### config.mk
export PLATFORM = sky130hd
export DESIGN_NAME = rfcd_window
export DESIGN_NICKNAME = d
export VERILOG_FILES = /design/src/hdl/rfcd_pkg.sv /design/src/hdl/rfcd_window.sv
export SDC_FILE = /design/constraint.sdc
export NUM_CORES = 1
export LEC_CHECK = 0
export ABC_AREA = 1
export BUFFER_PORTS_ARGS = -buffer_cell sky130_fd_sc_hd__buf_2
export CAP_MARGIN = 20
export CORE_ASPECT_RATIO = 1.75
export CORE_UTILIZATION = 50
export CTS_CLUSTER_DIAMETER = 200
export DETAILED_ROUTE_END_ITERATION = 10
export PLACE_DENSITY = 0.8
export SKIP_CTS_REPAIR_TIMING = 1
export SYNTH_ARGS = -nofsm -noshare
export SYNTH_HDL_FRONTEND = slang
export SYNTH_SLANG_ARGS = --single-unit
### constraint.sdc
create_clock -name clk -period 14.6 [get_ports clk]
set_input_delay 0 -clock clk [delete_from_list [all_inputs] [get_ports clk]]
set_output_delay 0 -clock clk [all_outputs]
set_load 0.02 [all_outputs]
### src/hdl/rfcd_pkg.sv
// Shared types and constants of the ROI frame change detector.
package rfcd_pkg;

  // Sizing defaults
  localparam int MAX_ROI_WIDTH_DEF  = 256;
  localparam int MAX_ROI_HEIGHT_DEF = 256;
  localparam int MAX_FRAME_SIDE_DEF = 4096;

  // Configuration port
  localparam int CFG_IDX_W  = 3;
  localparam int CFG_DATA_W = 12;

  typedef enum logic [CFG_IDX_W-1:0] {
    REG_ROI_LEFT   = 3'd0,
    REG_ROI_TOP    = 3'd1,
    REG_ROI_WIDTH  = 3'd2,
    REG_ROI_HEIGHT = 3'd3,
    REG_THRESHOLD  = 3'd4,
    REG_ROI_TAG    = 3'd5
  } cfg_reg_t;

  // Luma weights, Q14
  localparam logic [12:0] GRAY_KR   = 13'd4899;
  localparam logic [13:0] GRAY_KG   = 14'd9617;
  localparam logic [10:0] GRAY_KB   = 11'd1868;
  localparam logic [13:0] GRAY_RND  = 14'd8192;
  localparam int          GRAY_SHIFT = 14;

  // Window sums: column sum of 3 bytes, window sum of 9 bytes
  localparam int COLW = 10;
  localparam int SUMW = 12;

  // round(s/9) = (2s+9)/18 = ((2s+9)*3641) >> 16 for 2s+9 < 32768
  localparam logic [11:0] MEAN_RECIP = 12'd3641;
  localparam int          MEAN_SHIFT = 16;

  // Threshold compare: mean*100 >= thr*255
  localparam logic [6:0] PCT_SCALE  = 7'd100;
  localparam logic [7:0] FULL_SCALE = 8'd255;

  // Per-pixel position flags carried down the pipeline
  typedef struct packed {
    logic vld;         // stage holds a word
    logic inroi;       // pixel lies in the rectangle
    logic row_ok;      // rectangle row >= 1
    logic row_second;  // rectangle row == 1
    logic row_last;    // last rectangle row
    logic col_ok;      // rectangle column >= 1
    logic col_second;  // rectangle column == 1
    logic col_last;    // last rectangle column
    logic eof;         // last pixel of the frame
    logic cmp;         // frame result is a real comparison
    logic [7:0] tag;   // rectangle tag at end of frame
  } pix_flags_t;

  // Frame summary leaving the window stage
  typedef struct packed {
    logic vld;
    logic cmp;
    logic [7:0] tag;
    logic [SUMW-1:0] sum;
  } frame_sum_t;

endpackage

### src/hdl/rfcd_window.sv
// Horizontal 3x3 window sums with mirrored edges and running peak of the frame.
module rfcd_window
  import rfcd_pkg::*;
(
  input  logic             clk,
  input  logic             rst_n,
  input  logic             adv,
  input  pix_flags_t       flags,
  input  logic [COLW-1:0]  col_a,   // column sum centered one row up
  input  logic [COLW-1:0]  col_b,   // column sum centered on last row
  output frame_sum_t       res
);

  logic [COLW-1:0] ha1_r, ha2_r, hb1_r, hb2_r;
  logic [SUMW-1:0] peak_r, peak_nxt;
  logic [SUMW-1:0] sa1, sa2, sb1, sb2;
  logic            act;
  frame_sum_t      res_r;

  assign act = flags.vld && flags.inroi && flags.row_ok;

  // Window sums; left neighbor of column 0 mirrors to column 1
  always_comb begin
    sa1 = SUMW'(flags.col_second ? col_a : ha2_r) + SUMW'(ha1_r) + SUMW'(col_a);
    sa2 = SUMW'({ha1_r, 1'b0}) + SUMW'(col_a);
    sb1 = SUMW'(flags.col_second ? col_b : hb2_r) + SUMW'(hb1_r) + SUMW'(col_b);
    sb2 = SUMW'({hb1_r, 1'b0}) + SUMW'(col_b);
  end

  // Peak update over the windows that complete at this pixel
  always_comb begin
    peak_nxt = peak_r;
    if (act && flags.col_ok) begin
      if (sa1 > peak_nxt) peak_nxt = sa1;
      if (flags.col_last && sa2 > peak_nxt) peak_nxt = sa2;
      if (flags.row_last && sb1 > peak_nxt) peak_nxt = sb1;
      if (flags.row_last && flags.col_last && sb2 > peak_nxt) peak_nxt = sb2;
    end
  end

  // Column history
  always_ff @(posedge clk) begin
    if (adv && act) begin
      ha2_r <= ha1_r;
      ha1_r <= col_a;
      hb2_r <= hb1_r;
      hb1_r <= col_b;
    end
  end

  // Peak and frame summary
  always_ff @(posedge clk) begin
    if (!rst_n) begin
      peak_r    <= '0;
      res_r.vld <= 1'b0;
    end else if (adv) begin
      res_r.vld <= flags.vld && flags.eof;
      if (flags.vld && flags.eof) begin
        peak_r <= '0;
      end else begin
        peak_r <= peak_nxt;
      end
    end
  end

  always_ff @(posedge clk) begin
    if (adv) begin
      res_r.cmp <= flags.cmp;
      res_r.tag <= flags.tag;
      res_r.sum <= peak_nxt;
    end
  end

  assign res = res_r;

endmodule

==> results of run 1 <==
==> where the power goes <==
| part | switching (W) | internal, W |
|---|---|---|
| combinational | 0.000422 | 0.000256 |
| clock | 0.0000982 | 0.000118 |
| sequential | 0.00000420 | 0.000238 |
==> kinds of logic (layout without fill, tap and decap cells) <==
kind of cell / Yosys count / count (layout)
AO/OA/AOI/OAI: 122 / 122
AND/OR/NAND/NOR: 306 / 306
XOR/XNOR: 26 / 26
adder cells (fa/ha/maj): 107 / 107
flip-flops: 74 / 74
multiplexers: 16 / 16
buffers and inverters: 123 / 217
==> stage by stage <==
stage               cells  hold WS [ns]   util  instance area [sq um]  setup slack [ns]
floorplan             774        0.0989      -                   6880              6.20
global placement      995         0.177  0.546                   7300              3.82
detailed placement    995         0.178  0.546                   7300              3.62
CTS                  1011        -0.180  0.567                   7590              3.87
global route         1042         0.165  0.591                   7900              3.37
finish               1042         0.128  0.591                   7900              4.39
==> how the worst min path moves through the flow <==
stage	from	end	slack (ns)
6_report	flags[9]	res[21]$_SDFFE_PN0P_	0.13
4_1_cts	flags[5]	res[17]$_DFFE_PP_	-0.18
3_5_place_dp	flags[1]	res[13]$_DFFE_PP_	0.18
3_3_place_gp	flags[3]	res[15]$_DFFE_PP_	0.18
2_1_floorplan	col_a[0]	ha1_r[0]$_DFFE_PP_	0.1
5_1_grt	flags[9]	peak_r[8]$_SDFFE_PN0P_	0.16
==> final cells by class <==
type / count / area share
multi-input combinational: 577 / 0.540
sequential: 74 / 0.265
timing repair buffer: 94 / 0.0804
inverter: 107 / 0.0508
clock buffer: 9 / 0.0285
tap: 174 / 0.0275
clock inverter: 7 / 0.00760
==> state kept, by name, indices dropped and copies added, names as in the netlist <==
name	cells
hb2_r	10
hb1_r	10
peak_r	12
res	22
ha2_r	10
ha1_r	10
==> layer usage <==
| metal | up-vias | track usage | share of wire |
|---|---|---|---|
| met5 | - | 0 | 0 |
| met4 | 0 | 0.179 | 0.072 |
| met1 | 2621 | 0.224 | 0.35 |
| li1 | 2782 | - | - |
| met3 | 58 | 0.0372 | 0.027 |
| met2 | 125 | 0.446 | 0.55 |
==> Yosys cell counts (all sizes together) <==
library cell | count | share of area
nand3 | 57 | 0.061
or2 | 1 | 0.00091
o211ai | 2 | 0.0022
nand4 | 13 | 0.015
o2111ai | 1 | 0.0013
a31o | 1 | 0.0013
and2 | 12 | 0.011
a211o | 1 | 0.0013
xor2 | 17 | 0.022
buf | 10 | 0.014
nand2 | 192 | 0.13
nor2 | 29 | 0.017
o21bai | 2 | 0.0027
xnor2 | 9 | 0.011
a21oi | 60 | 0.050
o21ai | 42 | 0.031
mux2 | 16 | 0.026
o21a | 1 | 0.0022
dfxtp | 13 | 0.038
edfxtp | 61 | 0.27
clkbuf | 6 | 0.0033
inv | 107 | 0.058
fa | 24 | 0.070
nor4 | 1 | 0.00091
a211oi | 1 | 0.0011
a21o | 7 | 0.0076
nor3 | 1 | 0.00073
ha | 83 | 0.15
a31oi | 4 | 0.0036
==> worst min-delay path, cell delays in order <==
cell	delay (ns)
sky130_fd_sc_hd__buf_2	0.08
sky130_fd_sc_hd__a21oi_1	0.05
sky130_fd_sc_hd__buf_4	0.20
sky130_fd_sc_hd__nor2_1	0.11
==> results summary, run 1 <==
Across all layers, the routed design uses 5586 vias. The worst setup path startpoint is col_a[1]. The cell that appears most often on the critical path is sky130_fd_sc_hd__nand2_1. The count of distinct cell types in the synthesized netlist came out at 44. The post-synthesis cell area came out at 6880 sq um. The number of buffers and inverters on the critical path came out at 10. The achievable frequency is 0.0980 GHz.

Grouping stages by cell kind, the critical path spends the most delay in simple AND/OR/NAND/NOR gates. At the pin with the least slew margin, the transition time is 0.753 ns. The final layout contains 1011 nets. The total number of clock tree sinks is 74. The power after layout came out at 0.00114 W. The worst stage delay on the critical path came out at 0.55 ns. The depth of the most critical reg-to-reg path came out at 58. The DRC marker count from the first detailed-route iteration came out at 205.

For the worst-skew pair, the clock arrives at the later sink with an insertion delay of 0.35 ns. The share of layout cells above drive strength 1 is 0.211. The multiplexer area fraction after synthesis came out at 0.0262. The tool flagged a number of max-cap violations equal to 0. In this run the worst hold path is classified as in2reg. The count of buffers added on input and output ports is 61.

The largest net degree at the start of global routing is 41. The dominant combinational cell family by area after synthesis is simple AND/OR/NAND/NOR gates. For this run, design rule violations remaining after detail routing come to 0. The via count of the first global-routing pass came out at 5574.

After clock tree synthesis, the clock-pin slew on the worst setup and hold paths is 0.06 ns. The type of origin of the critical path is a primary input. The worst register-to-register path ends at peak_r[4]$_SDFFE_PN0P_. The average cell area after synthesis is 8.88 sq um. The number of levels the H-tree was split into is 3.

Row generation in the floorplan step produced 56 rows. For the worst setup path, the data required time is 14.81 ns. The share of the synthesized area in compound gates (AO/OA/AOI/OAI) came out at 0.104. Dividing total power by cell area gives a power density of 144 nW/um^2. The final hold violation count came out at 0. The maximum VDD drop is 0.0940 mV. Leaving out fill and tap cells, the most frequent cell in the layout is sky130_fd_sc_hd__nand2_1. The count of nets left with antenna violations once routing finished came out at 0. The data arrival time of the critical path came out at 10.41 ns. Measured against its own limit, the worst slew margin works out to 0.492.

The first global-routing pass estimated 25.8 mm of wire. On the final layout, the worst clock skew is 0.00739 ns. The xor and xnor area share after synthesis is 0.0331.

The flow ran to the end, and the final reports show no timing, DRC or antenna violations. The slowest stage of the critical path is the sky130_fd_sc_hd__o21ai_0 cell. The remaining global-route overflow came out at 0.

Of all nets on the critical path, the largest fanout is 20. For this run, the detailed router's first-pass iteration total came to 6. The total inserted antenna cells came out at 0. The height of the die came out at 157 microns. Of the total synthesized cell area, the portion taken by AND, OR, NAND and NOR gates is 0.236. In the layout the commonest cells are 152 x sky130_fd_sc_hd__nand2_1, 106 x sky130_fd_sc_hd__inv_1, 83 x sky130_fd_sc_hd__ha_1. Summed over all cells, the static leakage comes to 3.76 nW. The cell depth of the worst setup path is 60. TritonCTS built the clock tree. Routability-driven placement finished with a final weighted congestion of 0.958.

The hold path depth is 4. The sum of negative setup slack came out at 0 ns. The worst register-to-register path begins at ha2_r[1]$_DFFE_PP_.

The number of failing setup endpoints in the final timing report came out at 0. For this configuration, the core starts out at a cell density of 0.514. Wires add up to 16.0 mm. The fraction of the yosys area taken by sequential cells came out at 0.304. In this run the register-to-register setup slack is 4.40 ns. Setup repair after global routing left no endpoint under its margin. The relative area change from synthesis to final layout is 15.0%. The post-route fraction of the period consumed by the critical path came out at 0.699.

The die covers 14200 sq um. Measured along the x axis, the die boundary spans 90.6 microns. Synthesis produced a netlist with a net count of 922. The core area came out at 13400 sq um.

The gate count of the mapped netlist is 774. Counting flops and latches in the post-synthesis netlist gives 74. The kind of critical path is in2reg.

Summing all multi-input logic gate instances after layout gives 4270 sq um. The number of antenna violations at the first check in global routing came out at 0. The detailed placement HPWL came out at 12.7 mm. The maximum count of clock buffers along a single path is 2. The max-slew violation count came out at 0.

The clock period minus worst slack is 10.21 ns. The number of inserted filler cells in the final layout is 1152. Of the total synthesized cell area, the portion taken by full adders, half adders and majority gates is 0.221. The detailed-route vias per instance came out at 5.36. The worst setup path is captured at a flop. The overall routing resource usage came out at 0.235. The area occupied by registers is 2090 sq um. The count of warnings emitted by yosys came out at 0.

The capturing element of the worst setup path is peak_r[4]$_SDFFE_PN0P_. The total CTS buffers came out at 9. The tree is rooted in a sky130_fd_sc_hd__clkbuf_16.

In the final routed layout, each cell accounts on average for 15.4 microns. The boundary pin count came out at 63.
Note: power is estimated with default switching activity, not from simulation.
==> run 2: changes to the inputs <==
--- a/config.mk
+++ b/config.mk
@@ -12,7 +12,7 @@
 export CORE_UTILIZATION = 50
 export CTS_CLUSTER_DIAMETER = 200
 export DETAILED_ROUTE_END_ITERATION = 10
-export PLACE_DENSITY = 0.8
+export PLACE_DENSITY = 0.83
 export SKIP_CTS_REPAIR_TIMING = 1
 export SYNTH_ARGS = -nofsm -noshare
 export SYNTH_HDL_FRONTEND = slang
==> constraint.sdc (replaced) <==
create_clock -name clk -period 8.5 [get_ports clk]
set_input_delay 0 -clock clk [delete_from_list [all_inputs] [get_ports clk]]
set_output_delay 0 -clock clk [all_outputs]
set_load 0.02 [all_outputs]
==> run 2 against run 1 <==
Against the previous run:
- the flow now finishes with violations (negative setup slack)
- utilization up 10 points
- total power up 150%
- critical path depth is 3 higher
- die area is the same
- flip-flop and latch count unchanged
- register-to-register slack lost 4.5 ns
- non-clock buffer count increased by 106
- worst hold slack got worse by 0.031 ns
- sequential share of layout area down 3.9 points
- count of clock-buffer cells in the layout did not move
- first-iteration DRC count increased by 97%
==> results summary, run 2 (synthesis results as in run 1) <==
The net switching fraction of the power came out at 0.447 (was 0.462). The detailed-route vias per instance is 5.62 (was 5.36). After layout, the minimum clock period comes to 8.63 ns.

The total leakage power is 4.37 nW (was 3.76 nW). The largest net degree at the start of global routing is 41 (unchanged). The data arrival time of the critical path is 8.92 ns (was 10.41 ns). The detailed placement HPWL is 13.4 mm (was 12.7 mm). The max-slew violation count came out at 0 (unchanged). The die width is 90.6 microns (unchanged). Setup repair after global routing missed its margin: yes (was no).

The worst stage delay on the critical path came to 0.58 ns (was 0.55 ns). The final design instance area without fill came out at 9280 sq um (was 7900 sq um). The count of standard-cell rows is 56 (unchanged). The relative contribution of combinational cells to total power is 0.718 (was 0.597). The max-capacitance violation count came out at 0 (unchanged).

The final critical-path setup slack came to -0.133 ns (was 4.39 ns). The overall routing resource usage came out at 0.244 (was 0.235). The post-route fraction of the period consumed by the critical path came out at 1.02. The maximum fanout along the worst path is 7 (was 20). The number of flip-flops under the largest register name came out at 22 (unchanged). The power per unit of standard cell area is 300 nW/um^2 (was 144 nW/um^2). The DRC marker count from the first detailed-route iteration is 404 (was 205). The multi-input gate area in the final layout was 4780 sq um (was 4270 sq um).

The total number of vias came out at 6466 (was 5586). The type of origin of the critical path was a flop (was primary input). The final hold violation count was 0 (unchanged). The via count of the first global-routing pass came out at 6000 (was 5574). The internal power summed over all cells came to 0.00154 W (was 0.000612 W). The placer congestion estimate came out at 0.965 (was 0.958). The remaining global-route overflow is 0 (unchanged). The share of layout cells above drive strength 1 came out at 0.378 (was 0.211).

Leading cell types in the layout, fill and taps excluded: 135 x sky130_fd_sc_hd__nand2_1, 99 x sky130_fd_sc_hd__inv_1, 93 x sky130_fd_sc_hd__buf_4 (was 152 x sky130_fd_sc_hd__nand2_1, 106 x sky130_fd_sc_hd__inv_1, 83 x sky130_fd_sc_hd__ha_1). The data required time at the worst endpoint came out at 8.79 ns (was 14.81 ns). The area occupied by registers came to 2090 sq um (unchanged). The switching power came to 0.00125 W (was 0.000525 W).

The number of levels the H-tree was split into was 3 (unchanged). The height of the die came out at 157 microns (unchanged). The clock tree skew after final layout is 0.00774 ns (was 0.00739 ns). The slowest cell on the critical path is sky130_fd_sc_hd__fa_1 (was sky130_fd_sc_hd__o21ai_0). The clock insertion delay at the later pin of the skew report was 0.35 ns (about the same). The number of inserted filler cells in the final layout came out at 874 (was 1152).

The first-pass GRT wire length is 26.7 mm (was 25.8 mm). The maximum count of clock buffers along a single path came out at 2 (unchanged). The number of detailed-route iterations in the first pass is 7 (was 6).

The number of failing setup endpoints in the final timing report is 21 (was 0). Outcome: finished, violations left (was finished clean). The clock input transition at the sequential cells of the worst setup and hold paths is 0.07 ns (was 0.06 ns). The number of buffers and inverters on the critical path is 12 (was 10).

The maximum VDD drop came out at 0.172 mV (was 0.0940 mV). The total die area came out at 14200 sq um (unchanged). The cell area after placement came out at 7980 sq um (was 7300 sq um). The detail-routed net length per standard cell is 17.9 microns (was 15.4 microns).

The share of power burned in the clock network came out at 0.133 (was 0.190). The checks that failed: negative setup slack. The net count reported at finish came out at 1119 (was 1011). The largest delay contributor family on the critical path is simple AND/OR/NAND/NOR gates (unchanged).

The root buffer cell is sky130_fd_sc_hd__clkbuf_16 (unchanged). The most used cell along the critical path is sky130_fd_sc_hd__nand2_1 (unchanged). The total inserted antenna cells came to 0 (unchanged).

The measured slew at the worst slew-check pin came to 0.791 ns (was 0.753 ns). The total number of clock tree sinks came out at 74 (unchanged). The final wirelength is 20.6 mm (was 16.0 mm). The initial core utilization came out at 0.514 (unchanged).

The headroom to the max-slew limit is 0.472 (was 0.492). The relative area change from synthesis to final layout came out at 35.0% (was 15.0%). The most frequent standard cell in the layout excluding fill and tap cells is sky130_fd_sc_hd__nand2_1 (unchanged). Static timing analysis puts the maximum clock frequency at 0.116 GHz. The clock tree from TritonCTS was built (unchanged).

The kind of critical path is reg2reg (was in2reg). The endpoint class of the critical path is a flop (unchanged). The path type of the worst min-delay path is in2reg (unchanged). The number of antenna violations at the first check in global routing came to 0 (unchanged). The part of the total power dissipated in sequential elements is 0.149 (was 0.213). The number of remaining DRC errors is 0 (unchanged). The core area came out at 13400 sq um (unchanged). The post-route core utilization was 0.694 (was 0.591). The total CTS buffers was 9 (unchanged).

The number of nets with antenna violations after routing was 0 (unchanged). The boundary pin count is 63 (unchanged). The count of input and output buffers is 61 (unchanged).
## run 2: cell count changes in the layout (fill, tap and decap cells not counted), sizes merged
cell and delta:
nand2 +2, clkinv +2, clkinvlp -1, buf +106
inv -1
## run 2: final timing paths
path                            from  cells past startpoint                       to  slack (ns)
max               ha2_r[1]$_DFFE_PP_                     63   peak_r[9]$_SDFFE_PN0P_       -0.13
min                         flags[9]                      3     res[21]$_SDFFE_PN0P_         0.1
max reg2reg       ha2_r[1]$_DFFE_PP_                     63   peak_r[9]$_SDFFE_PN0P_       -0.13
min reg2reg  peak_r[10]$_SDFFE_PN0P_                      2  peak_r[10]$_SDFFE_PN0P_        0.49
## run 2: area by class of cell
| cell class | count | area share |
|---|---|---|
| multi-input combinational | 579 | 0.515 |
| clock inverter | 7 | 0.00633 |
| sequential | 74 | 0.225 |
| clock buffer | 9 | 0.0243 |
| inverter | 107 | 0.0435 |
| timing repair buffer | 200 | 0.162 |
| tap | 174 | 0.0235 |
## run 2: layer usage
metal	GRT usage	wire, microns
met1	0.223	6860
met2	0.460	10700
met3	0.0420	1060
met4	0.209	1930
met5	0	0
## run 2: tightest hold or removal path, delay by kind of cell
kind                   cells  cell delay, ns
AOI/OAI and AO/OA          1            0.19
buffers and inverters      1            0.08
and+or+nand+nor            1            0.15
## run 2: power groups by stage
| stage | Sequential [W] | Clock (W) | Combinational (W) |
|---|---|---|---|
| global placement | 0.000424 | 0 | 0.00141 |
| floorplan | 0.000436 | 0 | 0.000892 |
| CTS | 0.000416 | 0.000374 | 0.00146 |
| finish | 0.000416 | 0.000370 | 0.00200 |
| global route | 0.000418 | 0.000388 | 0.00214 |
| detailed placement | 0.000424 | 0 | 0.00145 |
## run 2: per-stage QoR
step	setup slack [ns]	hold WS [ns]	instances	setup TNS (ns)	total power [W]
after global placement	-0.00981	0.177	1082	-0.0104	0.00183
after detailed placement	-0.189	0.178	1082	-2.96	0.00188
final	-0.133	0.0974	1150	-1.59	0.00279
after floorplan	0.0988	0.0989	774	0	0.00133
after CTS	-0.252	-0.185	1098	-4.49	0.00225
after global routing	-0.516	0.112	1150	-10.74	0.00295
==> run 3: changes to the inputs <==
--- a/config.mk
+++ b/config.mk
@@ -13,6 +13,7 @@
 export CTS_CLUSTER_DIAMETER = 200
 export DETAILED_ROUTE_END_ITERATION = 10
 export PLACE_DENSITY = 0.83
+export REMOVE_ABC_BUFFERS = 1
 export SKIP_CTS_REPAIR_TIMING = 1
 export SYNTH_ARGS = -nofsm -noshare
 export SYNTH_HDL_FRONTEND = slang
==> run 3 against run 2 <==
Against the previous run:
- the flow still finishes with violations (negative setup slack)
- total power increased by 9.3%
- via count increased by 4.5%
- flip-flop and latch count unchanged
- clock power increased by 18%
- sequential power about the same
- worst hold slack improved by 0.028 ns
- global-route usage increased by 0.58 points
- sequential share of layout area decreased by 0.43 points
- setup slack got worse by 0.59 ns
- count of clock-buffer cells in the layout unchanged
==> results summary, run 3 (synthesis results as in run 1) <==
The total number of clock tree sinks came out at 74 (unchanged). The data arrival time of the critical path came out at 9.43 ns (was 8.92 ns). The measured slew at the worst slew-check pin came out at 0.786 ns (was 0.791 ns). Leading cell types in the layout, fill and taps excluded: 128 x sky130_fd_sc_hd__nand2_1, 99 x sky130_fd_sc_hd__inv_1, 90 x sky130_fd_sc_hd__buf_4 (was 135 x sky130_fd_sc_hd__nand2_1, 99 x sky130_fd_sc_hd__inv_1, 93 x sky130_fd_sc_hd__buf_4).

The clock tree skew after final layout is 0.0105 ns (was 0.00774 ns). The number of flip-flops under the largest register name came out at 22 (unchanged). The total inserted antenna cells came to 0 (unchanged). Violations in the final reports: negative setup slack (unchanged). The die width came out at 90.6 microns (unchanged). The total number of vias came to 6760 (was 6466).

The multi-input gate area in the final layout is 4940 sq um (was 4780 sq um). The maximum fanout along the worst path is 7 (unchanged). The most used cell along the critical path is sky130_fd_sc_hd__nand2_1 (unchanged). The DRC marker count from the first detailed-route iteration is 634 (was 404). The number of nets with antenna violations after routing was 0 (unchanged). The largest delay contributor family on the critical path was simple AND/OR/NAND/NOR gates (unchanged). The count of standard-cell rows came to 56 (unchanged). The detail-routed net length per standard cell is 20.3 microns (was 17.9 microns). The detailed placement HPWL came out at 14.1 mm (was 13.4 mm). The maximum count of clock buffers along a single path is 2 (unchanged). The number of buffers and inverters on the critical path came to 12 (unchanged).

The root buffer cell is sky130_fd_sc_hd__clkbuf_16 (unchanged). The relative area change from synthesis to final layout came out at 37.7% (was 35.0%). The height of the die came out at 157 microns (unchanged).

The final critical-path setup slack came out at -0.720 ns (was -0.133 ns). The slowest cell on the critical path is sky130_fd_sc_hd__fa_1 (unchanged). The clock input transition at the sequential cells of the worst setup and hold paths is 0.06 ns (was 0.07 ns). The number of remaining DRC errors is 0 (unchanged). The minimum hold slack is 0.125 ns (was 0.0974 ns). The share of layout cells above drive strength 1 came to 0.402 (was 0.378). The detailed-route vias per instance is 5.89 (was 5.62). Setup repair after global routing missed its margin: yes (unchanged). The first-pass GRT wire length came to 27.7 mm (was 26.7 mm).

The clock insertion delay at the later pin of the skew report is 0.36 ns (was 0.35 ns). The total CTS buffers is 9 (unchanged). The area occupied by registers is 2090 sq um (unchanged). The max-capacitance violation count came out at 0 (unchanged).

The total leakage power came out at 4.38 nW (was 4.37 nW). The number of failing setup endpoints in the final timing report was 24 (was 21). The placer congestion estimate came out at 0.917 (was 0.965). The achievable frequency is 0.108 GHz (was 0.116 GHz).

The clock period minus worst slack came out at 9.22 ns (was 8.63 ns). The total die area was 14200 sq um (unchanged). The number of detailed-route iterations in the first pass came out at 5 (was 7). Outcome: finished, violations left (unchanged). The max-slew violation count came to 0 (unchanged).

The final design instance area without fill came to 9470 sq um (was 9280 sq um). The number of inserted filler cells in the final layout is 842 (was 874). The boundary pin count came out at 63 (unchanged).

The post-route fraction of the period consumed by the critical path is 1.08 (was 1.02). The number of antenna violations at the first check in global routing is 0 (unchanged). The overall routing resource usage is 0.250 (was 0.244). The headroom to the max-slew limit is 0.476 (was 0.472). The maximum VDD drop was 0.175 mV (was 0.172 mV). The initial core utilization was 0.514 (unchanged). The core area is 13400 sq um (unchanged). The cell area after placement is 7970 sq um (was 7980 sq um).

The net count reported at finish came out at 1117 (was 1119). The path type of the worst min-delay path is in2reg (unchanged). The most frequent standard cell in the layout excluding fill and tap cells is sky130_fd_sc_hd__nand2_1 (unchanged).

The via count of the first global-routing pass is 6261 (was 6000). The type of origin of the critical path is a flop (unchanged). The largest net degree at the start of global routing is 41 (unchanged).

The power per unit of standard cell area was 322 nW/um^2 (was 300 nW/um^2). The worst stage delay on the critical path is 0.56 ns (was 0.58 ns). The data required time at the worst endpoint is 8.71 ns (was 8.79 ns). The clock tree from TritonCTS was built (unchanged).

The remaining global-route overflow came to 0 (unchanged). The endpoint class of the critical path is a flop (unchanged). The count of input and output buffers was 61 (unchanged). The final wirelength came out at 23.3 mm (was 20.6 mm).

The final hold violation count came out at 0 (unchanged). The kind of critical path is reg2reg (unchanged). The number of levels the H-tree was split into is 3 (unchanged).
[run 3: cell count changes in the layout (fill, tap and decap cells not counted), sizes merged]
cell,before,now
clkinvlp,2,1
buf,170,168
inv,110,111
bufinv,0,2
clkinv,2,0
[run 3: worst register-to-register path, delay by kind of cell (launching register included)]
family	cells	cell delay, ns
compound gates	11	1.58
xor+xnor	1	0.16
fa+ha+maj	7	2.13
buf+inv	12	1.47
flops	1	0.37
mux	1	0.29
simple gates	25	3.07
[run 3: area by class of cell]
class,instances,share of cell area
clock buffers,9,0.0238
clock inverters,7,0.0114
inverters,107,0.0427
multi-input cells,579,0.521
flip-flops and latches,74,0.221
well taps,174,0.0230
repair buffers,198,0.157
[run 3: worst paths after layout]
check	from	to	slack (ns)	depth (start not counted)
worst max register to register	ha2_r[1]$_DFFE_PP_	peak_r[1]$_SDFFE_PN0P_	-0.72	57
worst min register to register	peak_r[5]$_SDFFE_PN0P_	peak_r[5]$_SDFFE_PN0P_	0.50	2
worst min-delay path	flags[9]	res[21]$_SDFFE_PN0P_	0.12	4
worst max-delay path	ha2_r[1]$_DFFE_PP_	peak_r[1]$_SDFFE_PN0P_	-0.72	57
[run 3: layer usage]
metal,vias to the layer above,part of all wire,GRT usage
met4,0,0.088,0.230
met2,430,0.52,0.478
li1,2992,-,-
met5,-,0,0
met1,3181,0.32,0.219
met3,157,0.070,0.0377
[run 3: metrics by stage]
stage                     utilization  std cells  TNS (ns)  power, W  worst slack, ns
after floorplan                     -        758     -8.79   0.00129           -0.402
after CTS                       0.621       1100     -6.33   0.00235           -0.302
after global placement          0.596       1084         0   0.00185           0.0269
final                           0.707       1148    -14.73   0.00305           -0.720
after detailed placement        0.596       1084     -4.17   0.00191           -0.216
after global routing            0.707       1148    -22.55   0.00319            -1.04
[run 3: report_power, final]
group          switching, W  internal, W  leakage [nW]  total [W]
sequential       0.00000780     0.000409         0.680   0.000417
combinational       0.00120     0.000992          3.54    0.00220
clock              0.000174     0.000263         0.160   0.000437
